### config.mk
export PLATFORM = sky130hd
export DESIGN_NAME = rc4_ctrl
export DESIGN_NICKNAME = d
export VERILOG_FILES = /design/src/design/rc4_pkg.sv /design/src/design/rc4_ctrl.sv
export VERILOG_INCLUDE_DIRS = /design/src /design/src/design
export SDC_FILE = /design/constraint.sdc
export NUM_CORES = 1
export LEC_CHECK = 0
export ABC_AREA = 0
export BUFFER_PORTS_ARGS = -buffer_cell sky130_fd_sc_hd__buf_2
export CORE_AREA = 2 2 39 41
export CTS_CLUSTER_SIZE = 40
export DETAILED_ROUTE_END_ITERATION = 8
export DIE_AREA = 0 0 41 43
export PLACE_DENSITY = 0.52
export SKIP_LAST_GASP = 1
export SLEW_MARGIN = 0
export SYNTH_ARGS = -nofsm -noshare
export SYNTH_HDL_FRONTEND = slang
export SYNTH_SLANG_ARGS = --single-unit
### constraint.sdc
create_clock -name clk -period 3.9 [get_ports clk]
set_clock_uncertainty 0.15 [all_clocks]
set_input_delay 0.195 -clock clk [delete_from_list [all_inputs] [get_ports clk]]
set_output_delay 0.195 -clock clk [all_outputs]
set_load 0.01 [all_outputs]
### src/design/rc4_stream_cipher_top_assert.svh
// ----------------------------------------------------------------------------
// RC4 stream cipher assertion macros
// Shared property wrappers for the controller checks. Define NO_ASSERTIONS
// to compile every check away.
// ----------------------------------------------------------------------------
`ifndef RC4_STREAM_CIPHER_TOP_ASSERT_SVH
`define RC4_STREAM_CIPHER_TOP_ASSERT_SVH
`ifndef NO_ASSERTIONS
// Consequent must hold in the same cycle as the antecedent.
`define RC4_ASSERT_SAME(lbl, ante, cons) \
  lbl: assert property (@(posedge clk) disable iff (rst) (ante) |-> (cons)) \
    else $error("rc4 same-cycle check failed");
// Consequent must hold in the cycle after the antecedent.
`define RC4_ASSERT_NEXT(lbl, ante, cons) \
  lbl: assert property (@(posedge clk) disable iff (rst) (ante) |=> (cons)) \
    else $error("rc4 next-cycle check failed");
`else
`define RC4_ASSERT_SAME(lbl, ante, cons)
`define RC4_ASSERT_NEXT(lbl, ante, cons)
`endif
`endif

### src/design/rc4_pkg.sv
// ----------------------------------------------------------------------------
// RC4 package
// Payload types, opcodes and the controller-to-datapath command and status
// structures shared by the RC4 stream cipher modules.
// ----------------------------------------------------------------------------
`timescale 1ns / 1ps

package rc4_pkg;

  // Size of the permutation table.
  localparam int TABLE_SIZE = 256;

  // Opcodes of an input item.
  localparam logic OP_KEY  = 1'b0;
  localparam logic OP_DATA = 1'b1;

  // Input item.
  typedef struct packed {
    logic       opcode;
    logic [7:0] value;
    logic       is_last;
  } req_t;

  // Result item.
  typedef struct packed {
    logic [7:0] out_byte;
    logic       last_of_message;
  } rsp_t;

  // Commands from the controller to the datapath.
  typedef struct packed {
    logic sched;        // schedule mode: add the key byte to the j update
    logic key_load;     // store a key byte and bump the key count
    logic sched_start;  // restore identity, clear schedule counters
    logic data_start;   // capture the data byte and its last flag
    logic rd_next_i;    // read S[i + 1]
    logic rd_k;         // read S[k] for the current schedule step
    logic step_b;       // form the new j and read S[j]
    logic write_a;      // write S[a] = S[b], read S[S[a] + S[b]]
    logic write_b;      // write S[b] = old S[a]
    logic emit;         // load the result register
    logic sched_next;   // advance k and the key index
    logic sched_end;    // clear i, j and the key count
  } cmd_t;

  // Status from the datapath to the controller.
  typedef struct packed {
    logic k_last;       // the schedule is on its final step
    logic rsp_free;     // the result register can take a new result
  } status_t;

endpackage

### src/design/rc4_ctrl.sv
// ----------------------------------------------------------------------------
// RC4 controller
// State machine that sequences key loading, the key schedule and the per-byte
// generator steps through the shared swap datapath.
// ----------------------------------------------------------------------------
`timescale 1ns / 1ps
`include "rc4_stream_cipher_top_assert.svh"

module rc4_ctrl import rc4_pkg::*; (
  input  logic    clk,
  input  logic    rst,
  input  logic    req_valid,
  output logic    req_ready,
  input  req_t    req,
  input  status_t status,
  output cmd_t    cmd
);

  localparam logic [2:0] ST_IDLE    = 3'd0;
  localparam logic [2:0] ST_READ_A  = 3'd1;
  localparam logic [2:0] ST_READ_B  = 3'd2;
  localparam logic [2:0] ST_WRITE_A = 3'd3;
  localparam logic [2:0] ST_WRITE_B = 3'd4;

  logic [2:0] state;
  logic [2:0] state_next;
  logic       sched;
  logic       sched_next;

  assign req_ready = (state == ST_IDLE);

  // Next state and command decode.
  always_comb begin
    state_next = state;
    sched_next = sched;
    cmd        = '0;
    cmd.sched  = sched;
    case (state)
      ST_IDLE: begin
        cmd.rd_next_i = 1'b1;
        if (req_valid) begin
          if (req.opcode == OP_KEY) begin
            cmd.key_load = 1'b1;
            if (req.is_last) begin
              cmd.sched_start = 1'b1;
              sched_next      = 1'b1;
              state_next      = ST_READ_A;
            end
          end else begin
            cmd.data_start = 1'b1;
            sched_next     = 1'b0;
            state_next     = ST_READ_B;
          end
        end
      end
      ST_READ_A: begin
        cmd.rd_k   = 1'b1;
        state_next = ST_READ_B;
      end
      ST_READ_B: begin
        cmd.step_b = 1'b1;
        state_next = ST_WRITE_A;
      end
      ST_WRITE_A: begin
        cmd.write_a = 1'b1;
        state_next  = ST_WRITE_B;
      end
      ST_WRITE_B: begin
        cmd.write_b = 1'b1;
        if (sched) begin
          if (status.k_last) begin
            cmd.sched_end = 1'b1;
            sched_next    = 1'b0;
            state_next    = ST_IDLE;
          end else begin
            cmd.sched_next = 1'b1;
            state_next     = ST_READ_A;
          end
        end else if (status.rsp_free) begin
          cmd.emit   = 1'b1;
          state_next = ST_IDLE;
        end
      end
      default: begin
        state_next = ST_IDLE;
        sched_next = 1'b0;
      end
    endcase
  end

  // State registers.
  always_ff @(posedge clk) begin
    if (rst) begin
      state <= ST_IDLE;
      sched <= 1'b0;
    end else begin
      state <= state_next;
      sched <= sched_next;
    end
  end

  // A data byte transfer goes straight to the j lookup.
  `RC4_ASSERT_NEXT(a_data_to_read_b, req_valid && req_ready && req.opcode == OP_DATA, state == ST_READ_B)
  // The schedule only ends on its last step.
  `RC4_ASSERT_SAME(a_end_on_last, cmd.sched_end, status.k_last)
  // A result is never loaded over one that has not been taken.
  `RC4_ASSERT_SAME(a_emit_free, cmd.emit, status.rsp_free)
  // New items are only taken outside the key schedule.
  `RC4_ASSERT_SAME(a_idle_not_sched, req_ready, !sched)

endmodule

# Word-level counts from Yosys, hierarchy flattened
# Index checks and enable logic that the tools add are counted.
# word_totals
mem_count,0
out_inout_bits,13
romBits,0
mem_bits_rw,0
latchBits,0
register_bits,4
input_bits,15
wordCells,40
# classes
bitwise_logic,1
n_reduce_logical,4
addsub,0
n_lt_le_gt_ge,0
shift,0
multipliers,0
n_mux,26
n_eq_ne,7
div,0
# op_table
cell,n
two-way mux 3 bit,6
one-hot mux 3 bit (5 select lines),1
two-way mux 1 bit,14
two-way mux 4 bit,2
== test 3 x 2 -> 1 bit (second input constant),2
AND reduction 3 bit,2
two-way mux 2 bit,2
== test 3 x 1 -> 1 bit (second input constant),1
== test 3 bit (second input constant),1
zero test 3 bit,1
inequality test 3 x 1 -> 1 bit (second input constant),1
inequality test 3 bit (second input constant),1
one-hot mux 1 bit (3 select lines),1
OR reduction 3 bit,1
inequality test 2 bit (second input constant),1
NOT 1 bit,1

# Longest topological paths before layout
# Gate-level depths: netlist of the first run.
# logic_depth
depth_word,4
mapped_depth,4
mapped_depth_nobuf,3

# Least setup slack after synthesis of the first run
# Ideal clock, no wire load.
# synth_timing
kind,register -> output
from,register state[0]
to,output cmd[9] (netlist bit)
n_path_buf,1
t_arrival_ns,1.399
required_time_ns,3.555
path_stages_with_launch,5
slack_ns,2.156
cell_sequence,dfxtp_1 -> clkbuf_2 -> nor3_1 -> nand2_1 -> nor3b_1
# synth_rtl
element,line,text
start: declaration,rc4_ctrl.sv:25,logic [2:0] state;
start signal: assignment,rc4_ctrl.sv:97,state <= state_next;
end: declaration,rc4_ctrl.sv:16,output cmd_t cmd

==> run summary, run 1 <==
Setup repair after global routing left no endpoint under its margin. The critical path launch point type is a flop. The final sum of negative setup slack was 0 ns.

The count of yosys warnings during synthesis is 0, and the average cell area after synthesis is 7.68 um2. Once the clock tree was built, the setup fixing pass inserted 0 buffers. The cell count of the worst reg-to-reg path works out to 3. For hold timing, the worst endpoint is state[2]. The clock transition time at the flip-flop clock pins of the worst setup and hold paths works out to 0.04 ns. Synthesis handed over a netlist of 37 instances. The first detailed-routing pass took 3 iterations. The sequential cells in the finished layout cover a total of 80.1 um2.

The minimum setup slack after placement was 2.19 ns; the count of max-cap constraint violations was 0. In this run the core area contains 14 standard-cell rows. The run finished with clean final reports. Timing would allow up to 510 MHz. The cell family contributing the most delay on the critical path is simple AND/OR/NAND/NOR gates. The period utilization works out to 0.502. In the routed layout, each cell is associated on average with a via count of 4.35.

The number of nets in the synthesized netlist is 52. The standby leakage power was 0.225 nW. The worst setup path is captured at a primary output.

The run gives 0.0693 mV as the worst supply voltage drop on vdd. The run gives 0.130 ns as the final-layout worst hold slack. The tools report the total of hold buffers inserted after clock tree synthesis as 1. Setup violations remaining at the end of the flow were counted as 0.

The tools report the setup slack on the worst flop-to-flop path as 2.36 ns. From left edge to right edge, the die measures 41 um. The run gives 267 as the via count of the first global-routing pass.

The fraction of final layout cells with drive strength greater than 1 was 0.436. TritonCTS built the clock tree. The met1 capacity usage during global routing is 0.109, and the clock sink total is 4.

Number of nets with antenna violations after routing: 0. Together, buffers and inverters on the worst path number 2. In this run the count of I/O pins placed on the die edge is 28. Cell with the biggest individual delay on the critical path: sky130_fd_sc_hd__dfxtp_1.

Data arrives at the worst endpoint at 1.61 ns. Largest incremental delay on the critical path: 0.43 ns. For the pin with the worst max-slew slack, the measured transition is 0.421 ns. Final count of hold timing violations: 0.

Type of the setup path with the least slack: flop to primary output. The run gives 0 as the sum of overflow across all layers after global routing. 0 antenna diodes ended up in the layout. The die is 43 um tall. Entering global routing, the biggest net connects 11 pins. After layout, the design draws a total of 0.133 mW.

In this run, synthesis produced a sequential element count of 4. The net count reported at finish came out at 72. The run gives 652 um as the final wirelength. At the later pin of the worst-skew pair, clock insertion delay measures 0.24 ns.

The logs give 0.113 for the met2 usage and 22 for the count of different cell masters after synthesis. In this run the power density over the cells is 332 mW/mm2. The total global routing track utilization was 0.0853; the met3 usage in global routing was 0. Along the worst path, the maximum fanout reaches 8. The tightest slew margin relative to the limit is 0.717, and the post-cts gate resize count is 0.

The worst register-to-register path ends at state[0]. Signed area change from the synthesized netlist to the final layout: 40.5%. The tools report the sequential share of the synthesized area as 0.282. The initial antenna violation count is 0, and the detailed-route wire length per cell is 9.18 um. The min-delay analysis places its worst path in the category input pin to flop. The global placement routability congestion came out at 0.670. In the final layout, the multi-input gates occupy 156 um2. Maximum level of the CTS H-tree: 1.

The run gives 0.00176 mm2 as the die area. The logs give 525 um for the placed wire-length estimate after detailed placement and 0 for the max-slew violation total from the final report. The shortest period the worst path allows was 1.96 ns; the number of buffers between clock root and the deepest sink was 2. In this run the critical register-to-register path is launched from state[2]. Walking the worst path, the cells encountered are or3b_4 -> or3_1 -> inv_1 -> buf_2.

In this run the most used layer during global routing was met2. The number of CTS-inserted buffers came out at 3. The global-route wire length before repair was 1.01 mm.

CTS placed an instance of sky130_fd_sc_hd__clkbuf_4 at the clock tree root. For the worst-case setup margin in the final layout, the log shows 1.94 ns. The count of routing violations after the opening detailed-route iteration was 1; the total of buffers placed on input and output ports was 19. The data required time of the critical path came out at 3.56 ns. The hold path depth works out to 3.

The filler cells instantiated in the layout total 144. For the number of remaining DRC errors, the log shows 0. The core region is 0.00138 mm2. In this run the most critical hold path is launched from status[0]. The cell area that synthesis handed to floorplanning was 284 um2.

The logs give 0.205 for the initial standard-cell utilization of the core and 309 for the number of vias after detailed routing.
==> metrics by stage <==
stage               utilization  cell area [um2]  instances
floorplan                     -              284         37
global placement          0.265              367         67
detailed placement        0.265              367         67
CTS                       0.288              399         71
global route              0.288              399         71
finish                    0.288              399         71
==> state kept, by name (all words and copies together) (netlist names) <==
| register | flops |
|---|---|
| state | 3 |
| sched | 1 |
==> cell usage in the layout, fill, tap and decap left out <==
master and instances:
sky130_fd_sc_hd__buf_2 19, sky130_fd_sc_hd__nor3_1 4, sky130_fd_sc_hd__and3_1 3, sky130_fd_sc_hd__clkbuf_4 3
sky130_fd_sc_hd__o31ai_1 1, sky130_fd_sc_hd__inv_1 4, sky130_fd_sc_hd__a32oi_1 1, sky130_fd_sc_hd__or3_1 1
sky130_fd_sc_hd__dfxtp_1 4, sky130_fd_sc_hd__nor2b_1 1, sky130_fd_sc_hd__o21a_1 1, sky130_fd_sc_hd__and3b_2 1
sky130_fd_sc_hd__and2_1 1, sky130_fd_sc_hd__nor2_1 2, sky130_fd_sc_hd__nor3b_1 2, sky130_fd_sc_hd__a21oi_1 1
sky130_fd_sc_hd__nand2_1 1, sky130_fd_sc_hd__o41ai_1 1, sky130_fd_sc_hd__a2111oi_0 1, sky130_fd_sc_hd__o21ai_0 1
sky130_fd_sc_hd__dlygate4sd3_1 1, sky130_fd_sc_hd__or3b_4 1
==> cell families after synthesis <==
logic type / Yosys count / share of synthesized area
simple gates: 17 / 0.370
compound gates: 7 / 0.181
flops: 4 / 0.282
buf+inv: 9 / 0.167
==> worst max-delay path by stage <==
stage,start,endpoint,slack (ns),cells after the start
2_1_floorplan,state[0],cmd[9],2.16,4
3_3_place_gp,state[2],cmd[1],2.19,4
3_5_place_dp,state[2],cmd[1],2.19,4
4_1_cts,state[2],cmd[1],1.93,4
5_1_grt,state[2],cmd[1],1.86,4
6_report,state[2],cmd[1],1.94,4
==> synthesized netlist by cell type, drive strengths merged <==
| cell type | n | area share |
|---|---|---|
| o21a | 1 | 0.026 |
| inv | 4 | 0.053 |
| a2111oi | 1 | 0.031 |
| o41ai | 1 | 0.031 |
| buf | 4 | 0.097 |
| or3b | 1 | 0.040 |
| a21oi | 1 | 0.018 |
| nor3 | 4 | 0.070 |
| nand2 | 1 | 0.013 |
| dfxtp | 4 | 0.28 |
| and3b | 1 | 0.035 |
| nor3b | 2 | 0.053 |
| o31ai | 1 | 0.026 |
| and2 | 1 | 0.022 |
| or3 | 1 | 0.022 |
| clkbuf | 1 | 0.018 |
| a32oi | 1 | 0.031 |
| nor2b | 1 | 0.022 |
| nor2 | 2 | 0.026 |
| and3 | 3 | 0.066 |
| o21ai | 1 | 0.018 |
==> metal layers <==
layer / vias to the layer above / routed length (um)
met2: 15 / 274
li1: 166 / -
met4: 0 / 19
met3: 2 / 42
met1: 126 / 316
met5: - / 0
==> worst min-delay path, delay by kind of cell <==
kind / cells / cell delay [ns]
AND/OR/NAND/NOR: 1 / 0.04
buffers and inverters: 1 / 0.08
AO/OA/AOI/OAI: 1 / 0.15
==> final cells by class <==
| class | instances | share of cell area |
|---|---|---|
| well taps | 16 | 0.0502 |
| multi-input cells | 24 | 0.392 |
| flip-flops and latches | 4 | 0.201 |
| inverters | 4 | 0.0376 |
| repair buffers | 20 | 0.263 |
| clock buffers | 3 | 0.0564 |
==> power by group <==
group | internal (mW) | leakage, nW | total [mW] | switching (mW)
logic | 0.0148 | 0.179 | 0.0308 | 0.0160
registers | 0.0441 | 0.0328 | 0.0495 | 0.00544
clock network | 0.0345 | 0.0138 | 0.0524 | 0.0179
total | 0.0934 | 0.225 | 0.133 | 0.0393
Power figures use the tool's default switching activity.
==> run 2: changes to the inputs <==
--- a/config.mk
+++ b/config.mk
@@ -6,13 +6,13 @@
 export SDC_FILE = /design/constraint.sdc
 export NUM_CORES = 1
 export LEC_CHECK = 0
-export ABC_AREA = 0
+export ABC_AREA = 1
 export BUFFER_PORTS_ARGS = -buffer_cell sky130_fd_sc_hd__buf_2
 export CORE_AREA = 2 2 39 41
 export CTS_CLUSTER_SIZE = 40
 export DETAILED_ROUTE_END_ITERATION = 8
 export DIE_AREA = 0 0 41 43
-export PLACE_DENSITY = 0.52
+export PLACE_DENSITY = 0.57
 export SKIP_LAST_GASP = 1
 export SLEW_MARGIN = 0
 export SYNTH_ARGS = -nofsm -noshare
==> constraint.sdc (replaced) <==
create_clock -name clk -period 2.1 [get_ports clk]
set_clock_uncertainty 0.15 [all_clocks]
set_input_delay 0.105 -clock clk [delete_from_list [all_inputs] [get_ports clk]]
set_output_delay 0.105 -clock clk [all_outputs]
set_load 0.01 [all_outputs]
==> run summary, run 2 <==
The critical path goes through nor2_4 -> nand3_2 -> nor3_1 -> buf_2. Post-synthesis cell count: 58 (+57%). The detailed-route wire length per cell is 7.63 um (-17%), and the combined area of all synthesized cells is 337 um2 (+19%).

The area fraction of the dominant cell type after synthesis is 0.238 (-0.0440). The run finished with clean final reports. Root cell of the clock tree: sky130_fd_sc_hd__clkbuf_4. Die width: 41 um (unchanged).

The pin count of the biggest net entering global routing was 9 (-2). The tools report the terminus of the critical flop-to-flop path as sched. The via count of the first global-routing pass is 293 (+9.7%), and the number of stages on the worst setup path is 4 (unchanged). The run gives 1.12 mm (+11%) as the global-route wire length before repair. The sequential share of power is 0.320 (-0.053).

The number of rows created at floorplan is 14 (unchanged). For the maximum level of the CTS H-tree, the log shows 1 (unchanged). For the standby leakage power, the log shows 0.308 nW (+37%).

The run gives 2 (-1) as the number of iterations in the first detailed-routing pass. The sum of buffers and inverters on the critical path was 1 (-1); the initial antenna violation count was 0 (unchanged). The period utilization came out at 0.701. After synthesis, the cell types taking the most area are sky130_fd_sc_hd__dfxtp_1 (24%), sky130_fd_sc_hd__inv_1 (14%), sky130_fd_sc_hd__nand3_1 (10%), sky130_fd_sc_hd__nand2_1 (10%), sky130_fd_sc_hd__nor2_1 (10%).

The run gives 0.23 ns (about the same) as the source-to-sink clock delay at the later pin of the worst-skew pair. The startpoint of the tightest hold check path was status[0]. The internal power consumption is 0.189 mW (+100%). TritonCTS built the clock tree.

The placed wire-length estimate after detailed placement came out at 592 um (+13%). STA classifies the critical path startpoint as a flop. The run gives 0.628 ns (-1.31 ns) as the worst-case setup margin in the final layout. The cell with the biggest individual delay on the critical path is sky130_fd_sc_hd__dfxtp_1.

The setup slack on the worst flop-to-flop path was 0.87 ns (-1.49 ns). The dominant register cell in the synthesized netlist is sky130_fd_sc_hd__dfxtp_1. The number of placed instances with taps included was 90 (+34%). The largest incremental delay on the critical path came out at 0.34 ns (-0.09 ns). For the data arrival time of the critical path, the log shows 1.22 ns (-0.39 ns).

Yosys instantiated no cell more often than sky130_fd_sc_hd__inv_1. Ranked by flip-flop count, first place goes to state. The switching power share of the total was 0.343 (+0.0465). The final wirelength was 717 um (+10%). The mux contribution to synthesized area is 0 (unchanged), and the largest fanout on the critical path is 8 (unchanged). The max-slew violation total from the final report is 0 (unchanged), and the proportion of synthesized flip-flops having asynchronous set or reset is 0 (unchanged). After synthesis, the most frequently instantiated cells are sky130_fd_sc_hd__inv_1 (13), sky130_fd_sc_hd__nand2_1 (9), sky130_fd_sc_hd__nor2_1 (9). Setup repair after global routing left no endpoint under its margin. The power density relative to cell area was 623 mW/mm2 (+87%); the minimum setup slack after placement was 0.863 ns (-1.33 ns).

The most critical setup path has its startpoint at state[0]. The largest registers in the layout are state x3, sched x1. The final count of hold timing violations is 0 (unchanged), and the signed area change from the synthesized netlist to the final layout is 37.2%.

The proportion of power drawn by combinational gates is 0.359 (+0.127). The cell count of the worst reg-to-reg path came out at 4 (+1). The height of the die was 43 um (unchanged); the worst supply voltage drop on vdd was 0.241 mV (+250%). The total of buffers placed on input and output ports was 19 (unchanged); the post-cts gate resize count was 0 (unchanged). The number of buffers between clock root and the deepest sink is 2 (unchanged), and the number of nets in the synthesized netlist is 73 (+40%). In the layout the commonest cells are sky130_fd_sc_hd__buf_2 (19), sky130_fd_sc_hd__inv_1 (13), sky130_fd_sc_hd__nand2_1 (9), sky130_fd_sc_hd__nor2_1 (9), sky130_fd_sc_hd__nand3_1 (7). The simple-gate share of the synthesized area works out to 0.498 (+0.128). The run gives 0 (unchanged) as the number of nets with antenna violations after routing. The run gives 4 (unchanged) as the clock sink total. The data required time of the critical path was 1.85 ns (-1.71 ns); the parity-gate share of the synthesized area counting xor and xnor cells was 0 (unchanged). The count of routing violations after the opening detailed-route iteration was 4 (+3). The count of flip-flops with a built-in enable after synthesis is 0 (unchanged), and the count of yosys warnings during synthesis is 0 (unchanged).

For the number of CTS-inserted buffers, the log shows 3 (unchanged). Count of antenna diodes in the layout: 0 (unchanged). For the switching component of the power, the log shows 0.0985 mW (+150%). STA classifies the critical path endpoint as a primary output. The number of standard cells in the layout, taps in and fillers out was 94 (+32%); the count of different cell masters after synthesis was 15 (-32%).

For the global placement routability congestion, the log shows 0.685 (+2.3%). The number of remaining DRC errors was 0 (unchanged); the slew at the pin with the worst max-slew slack was 0.202 ns (-0.219 ns). The core footprint was 0.00138 mm2 (unchanged). Broken down by cell family, the worst path's largest delay share belongs to simple AND/OR/NAND/NOR gates.

The adder-cell share of the synthesized area was 0 (unchanged). The total global routing track utilization is 0.0974 (+0.0121), and the post-synthesis compound-gate area fraction is 0.0297 (-0.151). For the sum of overflow across all layers after global routing, the log shows 0 (unchanged).

The tightest slew margin relative to the limit was 0.865 (+0.148); the shortest period the worst path allows was 1.47 ns. Average cell area after synthesis: 5.80 um2 (-24%). The sequential share of the synthesized area came out at 0.238 (-0.0440). The net count reported at finish was 95 (+32%).

The total power draw came out at 0.288 mW (+120%). For the number of vias after detailed routing, the log shows 385 (+25%). Number of setup violations in the final report: 0 (unchanged).

The number of flip-flops in the largest register is 3 (unchanged). For the initial standard-cell utilization of the core, the log shows 0.243 (+0.0380). The worst hold path belongs to the class input pin to flop. The via-per-instance ratio came out at 4.10 (-5.9%).

Type of the setup path with the least slack: flop to primary output. The clock network fraction of total power is 0.321 (-0.073). The most critical setup path has its endpoint at cmd[9]. The fraction of final layout cells with drive strength greater than 1 was 0.346 (-0.0902); the final sum of negative setup slack was 0 ns (unchanged).

The largest family of logic cells by synthesized area was simple AND/OR/NAND/NOR gates. The number of synthesized register bits was 4 (unchanged). The run gives 0 (unchanged) as the count of max-cap constraint violations. The boundary pin count was 28 (unchanged). Leaving out fill and tap cells, the most frequent cell in the layout is sky130_fd_sc_hd__buf_2.

The biggest area contributor in the post-synthesis netlist is sky130_fd_sc_hd__dfxtp_1. Reg-to-reg startpoint: state[0]. For this run, the top clock speed supported by timing is 679 MHz. The clock transition time at the flip-flop clock pins of the worst setup and hold paths was 0.04 ns (about the same). The die area came out at 0.00176 mm2 (unchanged).
[run 2: cell count changes in the layout (fill, tap and decap cells not counted), moves of 2 or more]
cell / change
sky130_fd_sc_hd__inv_1: +9
sky130_fd_sc_hd__nand2_1: +8
sky130_fd_sc_hd__nand3_1: +7
sky130_fd_sc_hd__nor2_1: +7
sky130_fd_sc_hd__and3_1: -3
sky130_fd_sc_hd__nand4_1: +2
sky130_fd_sc_hd__nor3b_1: -2
[run 2: area by class of cell]
class / count / area, um2
fill: 167 / 922
multi-input combinational: 36 / 178
timing repair buffer: 20 / 105
sequential: 4 / 80.1
inverter: 15 / 56.3
clock buffer: 3 / 22.5
tap: 16 / 20.0
[run 2: through the flow]
| step | hold slack [ns] | utilization | cell area [um2] |
|---|---|---|---|
| 4_1_cts | 0.0645 | 0.334 | 462 |
| 6_report | 0.0762 | 0.334 | 462 |
| 2_1_floorplan | 0.0241 | - | 337 |
| 5_1_grt | 0.111 | 0.334 | 462 |
| 3_3_place_gp | 0.173 | 0.310 | 429 |
| 3_5_place_dp | 0.177 | 0.310 | 429 |
[run 2: how the worst min path moves through the flow]
stage               end  slack (ns)  depth (start not counted)
3_3_place_gp   state[2]        0.17                          2
2_1_floorplan  state[2]        0.02                          1
5_1_grt        state[2]        0.11                          4
6_report       state[2]        0.08                          4
4_1_cts        state[2]        0.06                          4
3_5_place_dp   state[1]        0.18                          2
[run 2: layer usage]
| metal | up-vias | routed length, um | GRT usage |
|---|---|---|---|
| li1 | 217 | - | - |
| met1 | 155 | 354 | 0.132 |
| met2 | 11 | 307 | 0.119 |
| met3 | 2 | 45 | 0.0157 |
| met4 | 0 | 10 | 0.100 |
| met5 | - | 0 | 0 |
[run 2: kinds of logic after synthesis]
| kind of cell | Yosys count |
|---|---|
| AOI/OAI and AO/OA | 2 |
| buffers and inverters | 18 |
| DFF | 4 |
| and+or+nand+nor | 34 |
[run 2: timing repair]
item                                    4_1_cts  5_1_grt
endpoints found under the setup margin        0        0
hold buffers                                  1        0
setup buffers                                 0        0
hold endpoints to repair                      3        0
[run 2: power by group through the flow]
stage          Combinational [mW]  Clock, mW  Sequential, mW
6_report                    0.103     0.0923          0.0920
2_1_floorplan              0.0784          0          0.0922
5_1_grt                     0.121     0.0979          0.0930
3_3_place_gp                0.103          0          0.0933
3_5_place_dp                0.103          0          0.0932
4_1_cts                     0.105     0.0986          0.0920
[run 2: worst reg2reg max path, cell delays in order, from the launching register on]
cell,delay [ns]
sky130_fd_sc_hd__dfxtp_1,0.34
sky130_fd_sc_hd__nor2_4,0.22
sky130_fd_sc_hd__nand4_1,0.18
sky130_fd_sc_hd__a21oi_1,0.17
sky130_fd_sc_hd__nor2_1,0.06
==> run 3: changes to the inputs <==
--- a/config.mk
+++ b/config.mk
@@ -6,13 +6,13 @@
 export SDC_FILE = /design/constraint.sdc
 export NUM_CORES = 1
 export LEC_CHECK = 0
-export ABC_AREA = 1
+export ABC_AREA = 0
 export BUFFER_PORTS_ARGS = -buffer_cell sky130_fd_sc_hd__buf_2
 export CORE_AREA = 2 2 39 41
 export CTS_CLUSTER_SIZE = 40
 export DETAILED_ROUTE_END_ITERATION = 8
 export DIE_AREA = 0 0 41 43
-export PLACE_DENSITY = 0.57
+export PLACE_DENSITY = 0.52
 export SKIP_LAST_GASP = 1
 export SLEW_MARGIN = 0
 export SYNTH_ARGS = -nofsm -noshare
==> constraint.sdc (replaced) <==
create_clock -name clk -period 1.5 [get_ports clk]
set_clock_uncertainty 0.15 [all_clocks]
set_input_delay 0.075 -clock clk [delete_from_list [all_inputs] [get_ports clk]]
set_output_delay 0.075 -clock clk [all_outputs]
set_load 0.01 [all_outputs]
==> run summary, run 3 (synthesized netlist as in run 1, its figures left out) <==
The flow ran to the end, but the final reports show violations. The checks that failed: negative setup slack. The global placement routability congestion was 0.711 (+3.8%); the standby leakage power was 0.295 nW (-4.2%).

Setup repair after global routing could not meet its margin everywhere. Leaving out fill and tap cells, the most frequent cells in the layout are sky130_fd_sc_hd__buf_2 (16), sky130_fd_sc_hd__buf_4 (9), sky130_fd_sc_hd__buf_6 (5). The run gives 28 (unchanged) as the boundary pin count.

The cell count of the worst reg-to-reg path was 3 (-1); the signed area change from the synthesized netlist to the final layout was 92.5%. The logs give 547 um (+78%) for the met2 routed wirelength and 0.330 mV (+37%) for the worst supply voltage drop on vdd. The number of remaining DRC errors is 0 (unchanged), and the clock sink total is 4 (unchanged). The critical path goes through or3b_4 -> or3_4 -> inv_1 -> buf_2.

Routed signal wires occupy layers up through met4. The tools report the via count of the first global-routing pass as 325 (+11%). The pin count of the biggest net entering global routing was 9 (unchanged); the number of CTS-inserted buffers was 3 (unchanged). Sum of buffers and inverters on the critical path: 2 (+1).

The maximum level of the CTS H-tree came out at 1 (unchanged). Period utilization: 1.12. TritonCTS built the clock tree. The endpoint identified for the worst register-to-register timing path is state[0]. The logs give 0.766 (-0.0995) for the tightest slew margin relative to the limit and 1.45 ns (+0.23 ns) for the data arrival time of the critical path.

The worst-case setup margin in the final layout is -0.174 ns (-0.802 ns), and the area of all placed cells without fillers is 547 um2 (+18%). The area after detailed placement was 394 um2 (-8.2%). The worst path in the final design needs a cycle of 1.67 ns, including I/O delays and setup.

The power density relative to cell area came out at 764 mW/mm2 (+23%). The startpoint identified for the worst hold timing path is status[1]. The slew at the pin with the worst max-slew slack was 0.348 ns (+0.146 ns); the number of vias after detailed routing was 389 (+1.0%).

The die width is 41 um (unchanged). STA classifies the critical path endpoint as a primary output. The largest incremental delay on the critical path is 0.39 ns (+0.05 ns), and the total power draw is 0.418 mW (+45%).

The hold path depth works out to 3 (-1). In the final layout, the registers with the most flip-flops are state x3, sched x1. The number of nets with antenna violations after routing was 0 (unchanged). The via-per-instance ratio is 4.74 (+16%).

The number of flip-flops in the largest register is 3 (unchanged), and the count of antenna diodes in the layout is 0 (unchanged). The tools report the initial standard-cell utilization of the core as 0.205 (-0.0380). The run gives 2 (-2) as the count of routing violations after the opening detailed-route iteration. The total global routing track utilization came out at 0.119 (+0.0220). The height of the die came out at 43 um (unchanged). The most frequent standard cell in the layout excluding fill and tap cells was sky130_fd_sc_hd__buf_2. In this design, the largest share of critical-path delay is due to simple AND/OR/NAND/NOR gates.

CTS placed an instance of sky130_fd_sc_hd__clkbuf_4 at the clock tree root. The total of buffers placed on input and output ports was 19 (unchanged). The run gives 627 um (+5.9%) as the placed wire-length estimate after detailed placement.

The tools report the number of rows created at floorplan as 14 (unchanged). For the final wirelength, the log shows 959 um (+34%). The run gives 319 um (-9.9%) as the wire length the detailed router placed on met1. The final sum of negative setup slack is -0.489 ns (-0.489 ns), and the number of setup violations in the final report is 5 (+5). The register with the most flip-flops in the final layout is state. The net count reported at finish is 83 (-13%), and the largest fanout on the critical path is 2 (-6). The slowest stage of the critical path belongs to the cell sky130_fd_sc_hd__or3b_4. The number of stages on the worst setup path is 4 (unchanged), and the upper clock frequency limit is 597 MHz. The run gives 0.395 (+0.0615) as the core occupancy in the finished layout. The core footprint was 0.00138 mm2 (unchanged). The worst setup path is of the flop to primary output kind.

The detailed route wirelength on metal3 was 70 um (+56%); the max-slew violation total from the final report was 0 (unchanged). The end point of the most critical hold path was state[0]. The worst setup path is launched from a flop.

The clock transition time at the flip-flop clock pins of the worst setup and hold paths is 0.04 ns (about the same), and the source-to-sink clock delay at the later pin of the worst-skew pair is 0.23 ns (about the same). The die area is 0.00176 mm2 (unchanged). The global-route wire length before repair came out at 1.34 mm (+19%). Fraction of final layout cells with drive strength greater than 1: 0.667 (+0.321). The count of max-cap constraint violations came out at 0 (unchanged).

The setup slack on the worst flop-to-flop path was 0.11 ns (-0.76 ns); the number of buffers between clock root and the deepest sink was 2 (unchanged). Kind of path behind the tightest hold check: input pin to flop. The number of iterations in the first detailed-routing pass is 4 (+2), and the initial antenna violation count is 0 (unchanged).

The detailed-route wire length per cell was 11.7 um (+53%); the number of fill cells in the layout was 157 (-6.0%). Data required time of the critical path: 1.27 ns (-0.58 ns). The startpoint identified for the worst register-to-register timing path is state[0]. The run gives 0 (unchanged) as the sum of overflow across all layers after global routing. The final count of hold timing violations is 0 (unchanged).
run 3: what timing repair did:
item                                    CTS  global route
pin swaps                                 3             4
buffers inserted                          5             4
hold buffers                              1             0
hold endpoints to repair                  2             0
endpoints found under the setup margin    6            10
gates resized for setup                   6             8
run 3: power by group:
group | internal, mW | switching (mW)
clock | 0.0896 | 0.0452
combinational | 0.0902 | 0.0711
sequential | 0.115 | 0.00631
total | 0.295 | 0.123
run 3: routing by layer:
layer | GRT usage | up-vias
li1 | - | 186
met1 | 0.125 | 185
met2 | 0.184 | 16
met3 | 0.0157 | 2
met4 | 0.120 | 0
met5 | 0 | -
run 3: worst max-delay path by stage:
stage / start / endpoint / slack [ns]
final: state[0] / cmd[1] / -0.17
after CTS: state[0] / cmd[1] / -0.18
after floorplan: state[0] / state[0] / 0.03
after global placement: state[2] / cmd[1] / 0.05
after global routing: state[0] / cmd[1] / -0.21
after detailed placement: state[2] / cmd[1] / 0.05
run 3: through the flow:
stage | instances | hold slack (ns) | setup slack [ns]
floorplan | 37 | 0.00431 | 0.0267
global placement | 70 | 0.114 | 0.0487
detailed placement | 70 | 0.110 | 0.0509
CTS | 79 | 0.00630 | -0.176
global route | 82 | 0.0298 | -0.211
finish | 82 | 0.00675 | -0.174
run 3: cell type report:
class / count / area [um2] / area share
inverter: 4 / 15.0 / 0.0275
multi-input combinational: 24 / 193 / 0.352
timing repair buffer: 31 / 214 / 0.391
tap: 16 / 20.0 / 0.0366
clock buffer: 3 / 22.5 / 0.0412
sequential: 4 / 82.6 / 0.151
run 3: worst register-to-register path: stages, from the launching register on:
cell and delay, ns:
sky130_fd_sc_hd__dfxtp_2 0.31, sky130_fd_sc_hd__or3b_4 0.39, sky130_fd_sc_hd__or3_4 0.34, sky130_fd_sc_hd__a21oi_1 0.12
